File: src/hdl/ftrt_pkg.sv
`default_nettype none
package ftrt_pkg;

  localparam int unsigned KeyW = 291;

  localparam logic [1:0] KindUdp = 2'd1;
  localparam logic [1:0] KindTcp = 2'd2;

  localparam logic [11:0] FlagsSyn    = 12'h002;
  localparam logic [11:0] FlagsSynAck = 12'h012;
  localparam logic [11:0] FlagsFinAck = 12'h011;
  localparam logic [15:0] ShortFrame  = 16'd60;
  localparam logic [31:0] Max32       = 32'hFFFF_FFFF;
  localparam logic [47:0] Max48       = 48'hFFFF_FFFF_FFFF;

  typedef enum logic [2:0] {
    ST_IDLE,
    ST_SCAN,
    ST_SEQ,
    ST_UPD,
    ST_OUT
  } state_e;

  // flow key: {v6, kind, src_hi, src_lo, dst_hi, dst_lo, sport, dport}
  typedef logic [KeyW-1:0] key_t;

  // the probe as it moves along the cell chain
  typedef struct packed {
    logic        vld;
    logic        hit;
    logic [12:0] idx;
  } probe_t;

endpackage
`default_nettype wire

File: src/hdl/ftrt_cell.sv
`default_nettype none
// One slot of the flow table. The probe passes from cell to cell, one hop a
// cycle; the first cell holding the key marks hit.
module ftrt_cell
  import ftrt_pkg::*;
#(
  parameter int unsigned Idx = 0
) (
  input  wire logic   clk_i,
  input  wire logic   rst_ni,
  input  wire logic   wr_i,
  input  wire key_t   key_i,
  input  wire logic   used_i,
  input  wire probe_t probe_i,
  output probe_t      probe_o
);

  key_t   key_q;
  probe_t probe_d, probe_q;

  always_ff @(posedge clk_i) begin
    if (wr_i) begin
      key_q <= key_i;
    end
  end

  always_comb begin
    probe_d = probe_i;
    if (probe_i.vld && !probe_i.hit && used_i && key_q == key_i) begin
      probe_d.hit = 1'b1;
      probe_d.idx = 13'(Idx);
    end
  end

  always_ff @(posedge clk_i or negedge rst_ni) begin
    if (!rst_ni) begin
      probe_q <= '0;
    end else begin
      probe_q <= probe_d;
    end
  end

  assign probe_o = probe_q;

endmodule
`default_nettype wire

File: config.mk
export PLATFORM = sky130hd
export DESIGN_NAME = ftrt_cell
export DESIGN_NICKNAME = d
export VERILOG_FILES = /design/src/hdl/ftrt_pkg.sv /design/src/hdl/ftrt_cell.sv
export SDC_FILE = /design/constraint.sdc
export NUM_CORES = 1
export LEC_CHECK = 0
export ABC_CLOCK_PERIOD_IN_PS = 2700
export BUFFER_PORTS_ARGS = -buffer_cell sky130_fd_sc_hd__buf_4
export CAP_MARGIN = 20
export CORE_MARGIN = 3
export CORE_UTILIZATION = 50
export DETAILED_ROUTE_END_ITERATION = 10
export PLACE_DENSITY = 0.79
export SLEW_MARGIN = 20
export SYNTH_ARGS = -nofsm -noshare
export SYNTH_HDL_FRONTEND = slang
export SYNTH_SLANG_ARGS = --single-unit
File: constraint.sdc
create_clock -name clk_i -period 2.7 [get_ports clk_i]
set_input_delay 0.54 -clock clk_i [delete_from_list [all_inputs] [get_ports clk_i]]
set_output_delay 0.54 -clock clk_i [all_outputs]
set_load 0.02 [all_outputs]
### After elaboration in Yosys (flattened, before gate mapping)

Cells that the tools add are included.

| word-level totals | value |
|---|---|
| register bits | 306 |
| input port bits | 310 |
| output and inout port bits | 15 |
| word-level logic and storage cells | 10 |

| cells by class | value |
|---|---|
| eq/ne operators | 1 |
| mux-type cells | 1 |
| reductions and logical operators | 4 |

Operator list:

| kind | count |
|---|---|
| $eq 291x291->1 | 1 |
| $mux 14 | 1 |
| $logic_and 1x1->1 | 3 |
| $logic_not 1->1 | 1 |

### Depth between registers and ports, before layout

Gate-level depths: netlist of run 1.

| depth | value |
|---|---|
| word-level depth | 5 |
| gate-level depth with buffers | 7 |
| mapped depth without buffers | 6 |

### Least setup slack after synthesis of run 1

No wires, ideal clock.

| timing path | value |
|---|---|
| path type | input -> register |
| start | input port key_i[8] |
| end | register probe_q (netlist bit probe_o[10]) |
| library setup time | 123 ps |
| data arrival time | 1824 ps |
| required time | 2577 ps |
| setup slack | 753 ps |
| stages | 7 |
| cells stage by stage | xnor2_1 nand4_1 nor4_2 nand4_1 nor4_4 buf_6 a21boi_2 |

RTL lines:

| element | RTL line | text |
|---|---|---|
| from (decl) | ftrt_cell.sv:12 | `input wire key_t key_i,` |
| to (signal assigned) | ftrt_cell.sv:39 | `probe_q <= probe_d;` |
| to (decl) | ftrt_cell.sv:19 | `probe_t probe_d, probe_q;` |

==> impl_metrics.env, run 1 <==
export IMPL_status="finished, final reports clean"
export IMPL_synth_cell_types=20
export IMPL_drc=0
export IMPL_ff2ff_path_depth=7
export IMPL_grt_max_degree=63
export IMPL_grt_pass1_vias=7770
export IMPL_cts_resized=0
export IMPL_firstDrtPassIters=4
export IMPL_design_die_area_um2=26880
export IMPL_placed_area_um2=15470
export IMPL_overflow=0
export IMPL_viasPerCell=5.056
export IMPL_regArea_um2=9114
export IMPL_finalSetupViolations=0
export IMPL_wl_um=26850
export IMPL_required_ps=3050
export IMPL_gp_congestion=0.7719
export IMPL_reg2reg_setup_slack_ps=380
export IMPL_finalCriticalPeriod_ps=2317
export IMPL_worst_pin_slew_ps=512.4
export IMPL_fillers=1667
export IMPL_synth_seq_area_share_pct=73.05
export IMPL_rsz0062_at_grt="no"
export IMPL_multi_input_area_um2=3341
export IMPL_avgSynthCellArea_um2=17.47
export IMPL_clock_root_buffer="clkbuf_16"
export IMPL_wl_met1_um=10660
export IMPL_path_buf_inv=1
export IMPL_avgRoutedWirePerCell_um=18.73
export IMPL_numCtsBuffers=34
export IMPL_grt_pass1_wl_um=40710
export IMPL_r2r_end="probe_o[1]"
export IMPL_grtUsageTotal_pct=19.55
export IMPL_cap_violations=0
export IMPL_slew_violations=0
export IMPL_hold_violations=0
export IMPL_critical_path_arrival_ps=2670
export IMPL_dr_first_iter_drc_count=471
export IMPL_antenna_cells=0
export IMPL_hpwl_um=20350
export IMPL_cellLeakagePower_nw=6.085
export IMPL_skew_ps=12.59
export IMPL_synthesis_nets=1024
export IMPL_critPathTopFamily="simple AND/OR/NAND/NOR gates"
export IMPL_vias=7251
export IMPL_wl_met2_um=13150
export IMPL_post_cts_buffers=0
export IMPL_post_place_cells=1374
export IMPL_cp_start_kind="flip-flop"
export IMPL_tns_ps=0
export IMPL_cts_max_level=2
export IMPL_dieWidth_um=164.0
export IMPL_syn_to_final_growth_pct=32.77
export IMPL_wl_met3_um=2229
export IMPL_min_from="probe_i[14]"
export IMPL_path_clk_slew_ps=60
export IMPL_io_buffers=324
export IMPL_hold_class="in -> reg"
export IMPL_die_h_um=164.0
export IMPL_criticalPathCategory="reg -> reg"
export IMPL_cp_slowest_cell="nor4_1"
export IMPL_timing_rr_start="key_q[157]"
export IMPL_min_period_over_period_pct=85.81
export IMPL_drive_gt1_share_pct=35.59
export IMPL_yosysWarnings=0
export IMPL_max_vdd_ir_drop_mv=0.5820
export IMPL_initial_utilization_pct=51.15
export IMPL_fmax_mhz=431.6
export IMPL_cts_tree="yes"
export IMPL_fin_cells=1434
export IMPL_crit_path_end_kind="flip-flop"
export IMPL_core_area_um2=24390
export IMPL_cp_max_fo=14
export IMPL_clk_latency_ps=490
export IMPL_path_cells="xnor2_1 > nand4_1 > nor4_1 > nand4_1 > nor4_4 > buf_12 > a21boi_0"
export IMPL_rows=57
export IMPL_dr_max_layer_used="met4"
export IMPL_hold_path_depth=1
export IMPL_ant_nets=0
export IMPL_hold_path_endpoint="probe_o[14]"
export IMPL_clock_sinks=306
export IMPL_p_per_area_nw_per_um2=687.1
export IMPL_layout_nets=1397
export IMPL_ys_seq_elements=306
export IMPL_maxSlewHeadroom_pct=65.84
export IMPL_synth_area_um2=12480
export IMPL_max_stage_delay_ps=470
export IMPL_syn_inst=714
export IMPL_num_io_pins=325
export IMPL_cts_buffer_depth=3
export IMPL_antenna_found_initial=0
export IMPL_final_area_um2=16560
export IMPL_crit_top_cell="nand4_1"
routing by layer:
metal  vias to the layer above  track usage (%)
li1                       3437                -
met1                      3495            24.71
met2                       268            32.43
met3                        51            5.776
met4                         0            6.690
met5                         -                0
area by class of cell:
type	instances	share of cell area, %
clock inverters	10	0.5817
multi-input cells	403	20.17
clock buffers	49	5.983
flip-flops and latches	306	55.02
repair buffers	339	15.73
inverters	3	0.06799
well taps	324	2.447
power breakdown:
group / total [mW] / leakage, nW / switching (mW) / internal [mW]
clock network: 4.46 / 0.526 / 1.73 / 2.73
registers: 5.77 / 3.02 / 0.156 / 5.62
logic: 1.14 / 2.54 / 0.475 / 0.670
total: 11.4 / 6.09 / 2.36 / 9.02
what timing repair did:
action,in CTS,in global routing
endpoints found under the hold margin,15,0
setup endpoints to repair,0,0
hold buffers,1,0
stage by stage:
| stage | total power, mW | hold slack, ps | setup slack (ps) | util [%] |
|---|---|---|---|---|
| global placement | 6.966 | 422.1 | 79.53 | 63.41 |
| floorplan | 6.337 | 244.4 | 752.7 | - |
| finish | 11.38 | 170.5 | 383.0 | 67.91 |
| global route | 11.83 | 149.6 | 188.3 | 67.91 |
| detailed placement | 7.018 | 426.7 | 63.80 | 63.41 |
| CTS | 11.52 | 149.9 | 319.8 | 67.91 |
cells by family after synthesis:
kind of cell              after synthesis  share of synthesized area [%]
and+or+nand+nor                        98                          5.135
AOI/OAI and AO/OA                      17                          1.354
DFF                                   306                          73.05
xor gates and xnor gates              288                          20.22
buffers and inverters                   5                         0.2407
worst max-delay path by stage:
| stage | start | to | slack [ps] | depth (start not counted) |
|---|---|---|---|---|
| 2_1_floorplan | key_i[8] | probe_o[10] | 750 | 7 |
| 3_3_place_gp | key_i[139] | probe_o[1] | 80 | 8 |
| 3_5_place_dp | key_i[157] | probe_o[1] | 60 | 8 |
| 4_1_cts | key_q[214] | probe_o[1] | 320 | 7 |
| 5_1_grt | key_q[157] | probe_o[1] | 190 | 7 |
| 6_report | key_q[157] | probe_o[1] | 380 | 7 |
flip-flops by register name, indices dropped and copies added, names as in the netlist:
name and cells:
key_q 291, probe_o 15
synth_stat cells (all sizes together):
library cell  number  area share (%)
dfrtp             15             3.0
a22o               1           0.070
edfxtp           291              70
buf                2            0.15
nor4              32             1.8
a21o               1           0.060
xor2              64             4.5
nor3               1           0.040
and3b              1           0.070
o221ai             1           0.070
nand3              1           0.040
o2bb2ai            1           0.070
xnor2            224              16
a21boi            13             1.1
nand4             63             3.2
inv                3           0.090
layout by cell type, fill, tap and decap left out:
cell type / Yosys / routed
and3b_1: 1 / 1
buf_12: 0 / 4
o221ai_1: 1 / 1
clkbuf_16: 0 / 37
nand4_1: 63 / 63
dfrtp_1: 15 / 15
nor4_4: 1 / 2
buf_4: 1 / 333
xor2_1: 64 / 64
buf_8: 0 / 1
inv_1: 3 / 3
nor4_2: 2 / 1
nor3_1: 1 / 1
clkinv_1: 0 / 5
bufinv_16: 0 / 2
clkbuf_1: 0 / 10
a21boi_0: 3 / 3
edfxtp_1: 291 / 291
a22o_1: 1 / 1
clkbuf_8: 0 / 2
clkinvlp_4: 0 / 1
o2bb2ai_1: 1 / 1
xnor2_1: 224 / 224
a21boi_2: 10 / 10
nor4_1: 29 / 29
a21o_1: 1 / 1
clkinv_2: 0 / 2
dlygate4sd3_1: 0 / 1
nand3_1: 1 / 1
(Power assumes the default switching activity.)
==> inputs of run 2 (changes only) <==
Settings changed: CORE_MARGIN 3 to not set, CORE_UTILIZATION 50 to 41, PLACE_DENSITY 0.79 to 0.68.
==> impl_metrics.env, run 2 (same netlist as run 1, synthesis figures left out) <==
export IMPL_slew_violations=0
export IMPL_skew_ps=15.23
export IMPL_maxSlewHeadroom_pct=66.12
export IMPL_rows=63
export IMPL_most_common_layout_cells="332 x buf_4, 291 x edfxtp_1, 224 x xnor2_1, 64 x xor2_1, 63 x nand4_1"
export IMPL_drive_gt1_share_pct=35.26
export IMPL_cp_start_kind="flip-flop"
export IMPL_ff2ff_path_depth=7
export IMPL_cp_max_fo=14
export IMPL_design_die_area_um2=31130
export IMPL_worst_pin_slew_ps=503.5
export IMPL_cts_tree="yes"
export IMPL_fin_cells=1499
export IMPL_path_depth=7
export IMPL_core_area_um2=29800
export IMPL_numCtsBuffers=31
export IMPL_path_buf_inv=1
export IMPL_cts_buffer_depth=3
export IMPL_grt_pass1_wl_um=40070
export IMPL_min_period_over_period_pct=85.76
export IMPL_firstDrtPassIters=4
export IMPL_finalSetupViolations=0
export IMPL_cap_violations=0
export IMPL_cp_slowest_cell="nor4_1"
export IMPL_hpwl_um=20280
export IMPL_finalCriticalPeriod_ps=2316
export IMPL_post_place_cells=1438
export IMPL_die_h_um=176.4
export IMPL_dieWidth_um=176.4
export IMPL_grtUsageTotal_pct=16.69
export IMPL_max_stage_delay_ps=500
export IMPL_grt_max_degree=65
export IMPL_grt_pass1_vias=7356
export IMPL_rsz0062_at_grt="no"
export IMPL_hold_path_depth=1
export IMPL_dr_first_iter_drc_count=291
export IMPL_crit_path_end_kind="flip-flop"
export IMPL_overflow=0
export IMPL_path_cells="xnor2_1 > nand4_1 > nor4_1 > nand4_1 > nor4_4 > buf_12 > a21boi_0"
export IMPL_multi_input_area_um2=3341
export IMPL_hold_violations=0
export IMPL_drc=0
export IMPL_syn_to_final_growth_pct=31.87
export IMPL_io_buffers=324
export IMPL_avgRoutedWirePerCell_um=17.67
export IMPL_reg2reg_setup_slack_ps=380
export IMPL_regArea_um2=9114
export IMPL_gp_congestion=0.7941
export IMPL_critical_path_arrival_ps=2720
export IMPL_fillers=2418
export IMPL_clock_sinks=306
export IMPL_power_mw=10.80
export IMPL_path_clk_slew_ps=60
export IMPL_largest_reg_flops=291
export IMPL_tns_ps=0
export IMPL_vias=7005
export IMPL_max_vdd_ir_drop_mv=0.4745
export IMPL_cellLeakagePower_nw=5.995
export IMPL_crit_top_cell="nand4_1"
export IMPL_clk_latency_ps=550
export IMPL_fmax_mhz=431.8
export IMPL_hold_class="in -> reg"
export IMPL_viasPerCell=4.673
export IMPL_regMostFlops="key_q"
export IMPL_wl_um=26490
export IMPL_ant_nets=0
export IMPL_clock_root_buffer="clkbuf_16"
export IMPL_post_cts_buffers=0
export IMPL_final_common_cell="buf_4"
export IMPL_initial_utilization_pct=41.87
export IMPL_num_io_pins=325
export IMPL_cts_max_level=1
export IMPL_required_ps=3100
export IMPL_p_per_area_nw_per_um2=656.2
export IMPL_status="finished, final reports clean"
export IMPL_critPathTopFamily="simple AND/OR/NAND/NOR gates"
export IMPL_antenna_found_initial=3
export IMPL_criticalPathCategory="reg -> reg"
export IMPL_layout_nets=1392
==> run 2: cell count changes in the layout (fill, tap and decap cells not counted), sizes merged <==
cell and change:
buf -2, bufinv -1, clkbuf -11, clkinv +10
diode +3
==> run 2: layer usage <==
layer	share of wire (%)	track usage, %	up-vias
met4	3.2	5.819	0
met1	42	21.25	3323
li1	-	-	3427
met2	48	27.67	211
met5	0	0	-
met3	6.4	4.199	44
==> run 2: final cells by class <==
class | count | share of cell area (%)
Timing Repair Buffer | 337 | 15.67
Tap cell | 390 | 2.966
Sequential cell | 306 | 55.40
Inverter | 3 | 0.06845
Antenna cell | 3 | 0.04563
Clock inverter | 19 | 0.6769
Multi-Input combinational cell | 403 | 20.31
Clock buffer | 38 | 4.875
==> run 2: worst paths after layout <==
kind / startpoint / end
worst min register to register: key_q[244] / probe_o[5]
worst max register to register: key_q[226] / probe_o[1]
max in group asynchronous: rst_ni / probe_o[0]
min in group asynchronous: rst_ni / probe_o[14]
worst max-delay path: key_q[226] / probe_o[1]
worst min-delay path: probe_i[14] / probe_o[14]
==> run 2: where the power goes <==
group / internal [mW] / switching (mW) / total [mW]
Clock: 2.19 / 1.71 / 3.90
Sequential: 5.61 / 0.152 / 5.77
Combinational: 0.668 / 0.464 / 1.13
==> run 2: what timing repair did <==
item / in CTS / in global routing
hold buffers: 1 / 0
hold endpoints to repair: 15 / 0
resized for setup: 0 / 0
==> run 2: per-stage QoR <==
step | utilization [%] | cell area (µm²) | setup slack, ps | hold WS [ps]
after floorplan | - | 12480 | 752.7 | 244.4
after global routing | 55.22 | 16450 | 245.1 | 103.4
after detailed placement | 52.09 | 15520 | 85.97 | 414.9
final | 55.22 | 16450 | 384.4 | 116.0
after global placement | 52.09 | 15520 | 109.6 | 417.3
after CTS | 55.19 | 16440 | 319.3 | 88.52
==> run 2: worst reg2reg max path: cells and delay by family, from the launching register on <==
family                    cells  cell delay (ps)
AOI/OAI and AO/OA             1              110
xor gates and xnor gates      1              160
buffers and inverters         1              200
DFF                           1              390
and+or+nand+nor               4             1320
==> inputs of run 3 (changes only) <==
Settings changed: CORE_ASPECT_RATIO set to 0.9, SETUP_SLACK_MARGIN set to 0.4.
==> impl_metrics.env, run 3 (same netlist as run 1, synthesis figures left out) <==
export IMPL_fillers=2478
export IMPL_p_per_area_nw_per_um2=672.7
export IMPL_maxSlewHeadroom_pct=69.39
export IMPL_antenna_found_initial=2
export IMPL_slew_violations=0
export IMPL_grt_use_met1_pct=20.92
export IMPL_critical_path_arrival_ps=2590
export IMPL_path_cells="xnor2_1 > nand4_1 > nor4_1 > nand4_1 > nor4_4 > buf_12 > a21boi_0"
export IMPL_fin_util_pct=55.64
export IMPL_skew_ps=12.56
export IMPL_cellLeakagePower_nw=6.057
export IMPL_regMostFlops="key_q"
export IMPL_busiest_layer="met2"
export IMPL_cts_buffer_depth=3
export IMPL_overflow=0
export IMPL_required_ps=3070
export IMPL_power_mw=11.18
export IMPL_hold_violations=0
export IMPL_syn_to_final_growth_pct=33.25
export IMPL_viasPerCell=4.659
export IMPL_grtUsageTotal_pct=16.23
export IMPL_gp_congestion=0.7641
export IMPL_wl_um=25330
export IMPL_tns_ps=0
export IMPL_placed_area_um2=15570
export IMPL_cts_max_level=2
export IMPL_finalSetupViolations=0
export IMPL_fin_cells=1512
export IMPL_hpwl_um=19140
export IMPL_status="finished, final reports clean"
export IMPL_clock_root_buffer="clkbuf_16"
export IMPL_largest_reg_flops=291
export IMPL_layout_nets=1395
export IMPL_numCtsBuffers=35
export IMPL_final_area_um2=16620
export IMPL_regArea_um2=9114
export IMPL_min_period_over_period_pct=82.50
export IMPL_clk_latency_ps=510
export IMPL_drive_gt1_share_pct=35.38
export IMPL_cap_violations=0
export IMPL_grt_pass1_vias=7399
export IMPL_avgRoutedWirePerCell_um=16.75
export IMPL_crit_path_end_kind="flip-flop"
export IMPL_grt_max_degree=67
export IMPL_most_common_layout_cells="328 x buf_4, 291 x edfxtp_1, 224 x xnor2_1, 64 x xor2_1, 63 x nand4_1"
export IMPL_grt_use_met3_pct=6.546
export IMPL_rsz0062_at_grt="yes"
export IMPL_ant_nets=0
export IMPL_finalCriticalPeriod_ps=2227
export IMPL_design_die_area_um2=31130
export IMPL_dr_first_iter_drc_count=281
export IMPL_post_place_cells=1450
export IMPL_vias=7045
export IMPL_core_area_um2=29880
export IMPL_worst_pin_slew_ps=455.0
export IMPL_cts_tree="yes"
export IMPL_path_clk_slew_ps=60
export IMPL_cp_start_kind="flip-flop"
export IMPL_criticalPathCategory="reg -> reg"
export IMPL_grt_pass1_wl_um=38940
export IMPL_firstDrtPassIters=4
export IMPL_rows=60
export IMPL_cp_slowest_cell="nor4_4"
export IMPL_final_common_cell="buf_4"
export IMPL_multi_input_area_um2=3353
export IMPL_io_buffers=324
export IMPL_cp_max_fo=14
export IMPL_initial_utilization_pct=41.75
export IMPL_drc=0
export IMPL_fmax_mhz=449.0
export IMPL_max_stage_delay_ps=410
export IMPL_die_h_um=167.5
export IMPL_dieWidth_um=185.9
export IMPL_clock_sinks=306
export IMPL_num_io_pins=325
export IMPL_crit_top_cell="nand4_1"
export IMPL_met2_usage_pct=24.81
export IMPL_hold_class="in -> reg"
export IMPL_max_vdd_ir_drop_mv=0.4768
==> run 3: cell count changes in the layout (fill, tap and decap cells not counted), sizes merged <==
cell,delta
diode,-2
buf,-1
clkinv,-11
inv,+1
clkbuf,+15
clkinvlp,-1
bufinv,-1
==> run 3: worst paths after layout <==
path / startpoint / endpoint / slack, ps / cells after the start
max in group asynchronous: rst_ni / probe_o[1] / 2050 / 2
min in group asynchronous: rst_ni / probe_o[8] / 460 / 2
max reg2reg: key_q[140] / probe_o[2] / 470 / 7
min reg2reg: key_q[247] / probe_o[5] / 1010 / 6
max: key_q[140] / probe_o[2] / 470 / 7
min: probe_i[14] / probe_o[14] / 160 / 1
==> run 3: layout make-up <==
| type | instances | share of cell area, % |
|---|---|---|
| timing repair buffer | 336 | 15.69 |
| antenna | 1 | 0.01505 |
| sequential | 306 | 54.82 |
| clock inverter | 7 | 0.2107 |
| inverter | 3 | 0.06774 |
| tap | 403 | 3.033 |
| clock buffer | 53 | 5.991 |
| multi-input combinational | 403 | 20.17 |
==> run 3: per-stage QoR <==
stage,setup slack (ps),hold WS [ps]
2_1_floorplan,752.7,244.4
3_3_place_gp,45.96,404.6
3_5_place_dp,48.78,405.1
4_1_cts,403.9,133.6
5_1_grt,352.3,131.0
6_report,472.6,164.3
==> run 3: layer usage <==
layer	part of all wire, %	up-vias
met3	10	43
met1	43	3335
met5	0.051	-
met2	45	234
met4	2.0	2
li1	-	3431
==> run 3: power breakdown <==
group	switching, mW	leakage, nW	total [mW]	internal [mW]
Combinational	0.455	2.53	1.12	0.669
Sequential	0.151	3.02	5.77	5.62
Clock	1.75	0.502	4.29	2.54
Total	2.36	6.06	11.2	8.82
==> run 3: repair_timing <==
action,4_1_cts,5_1_grt
setup endpoints to repair,14,14
resized for setup,2,0
hold buffers,1,0
pin swaps,1,3
buffers inserted,0,0
endpoints found under the hold margin,15,0
==> run 3: worst max-delay path: cells and delay by family (launching register included) <==
kind	cells	cell delay, ps
simple gates	4	1220
flops	1	380
xor+xnor	1	210
buf+inv	1	190
compound gates	1	90
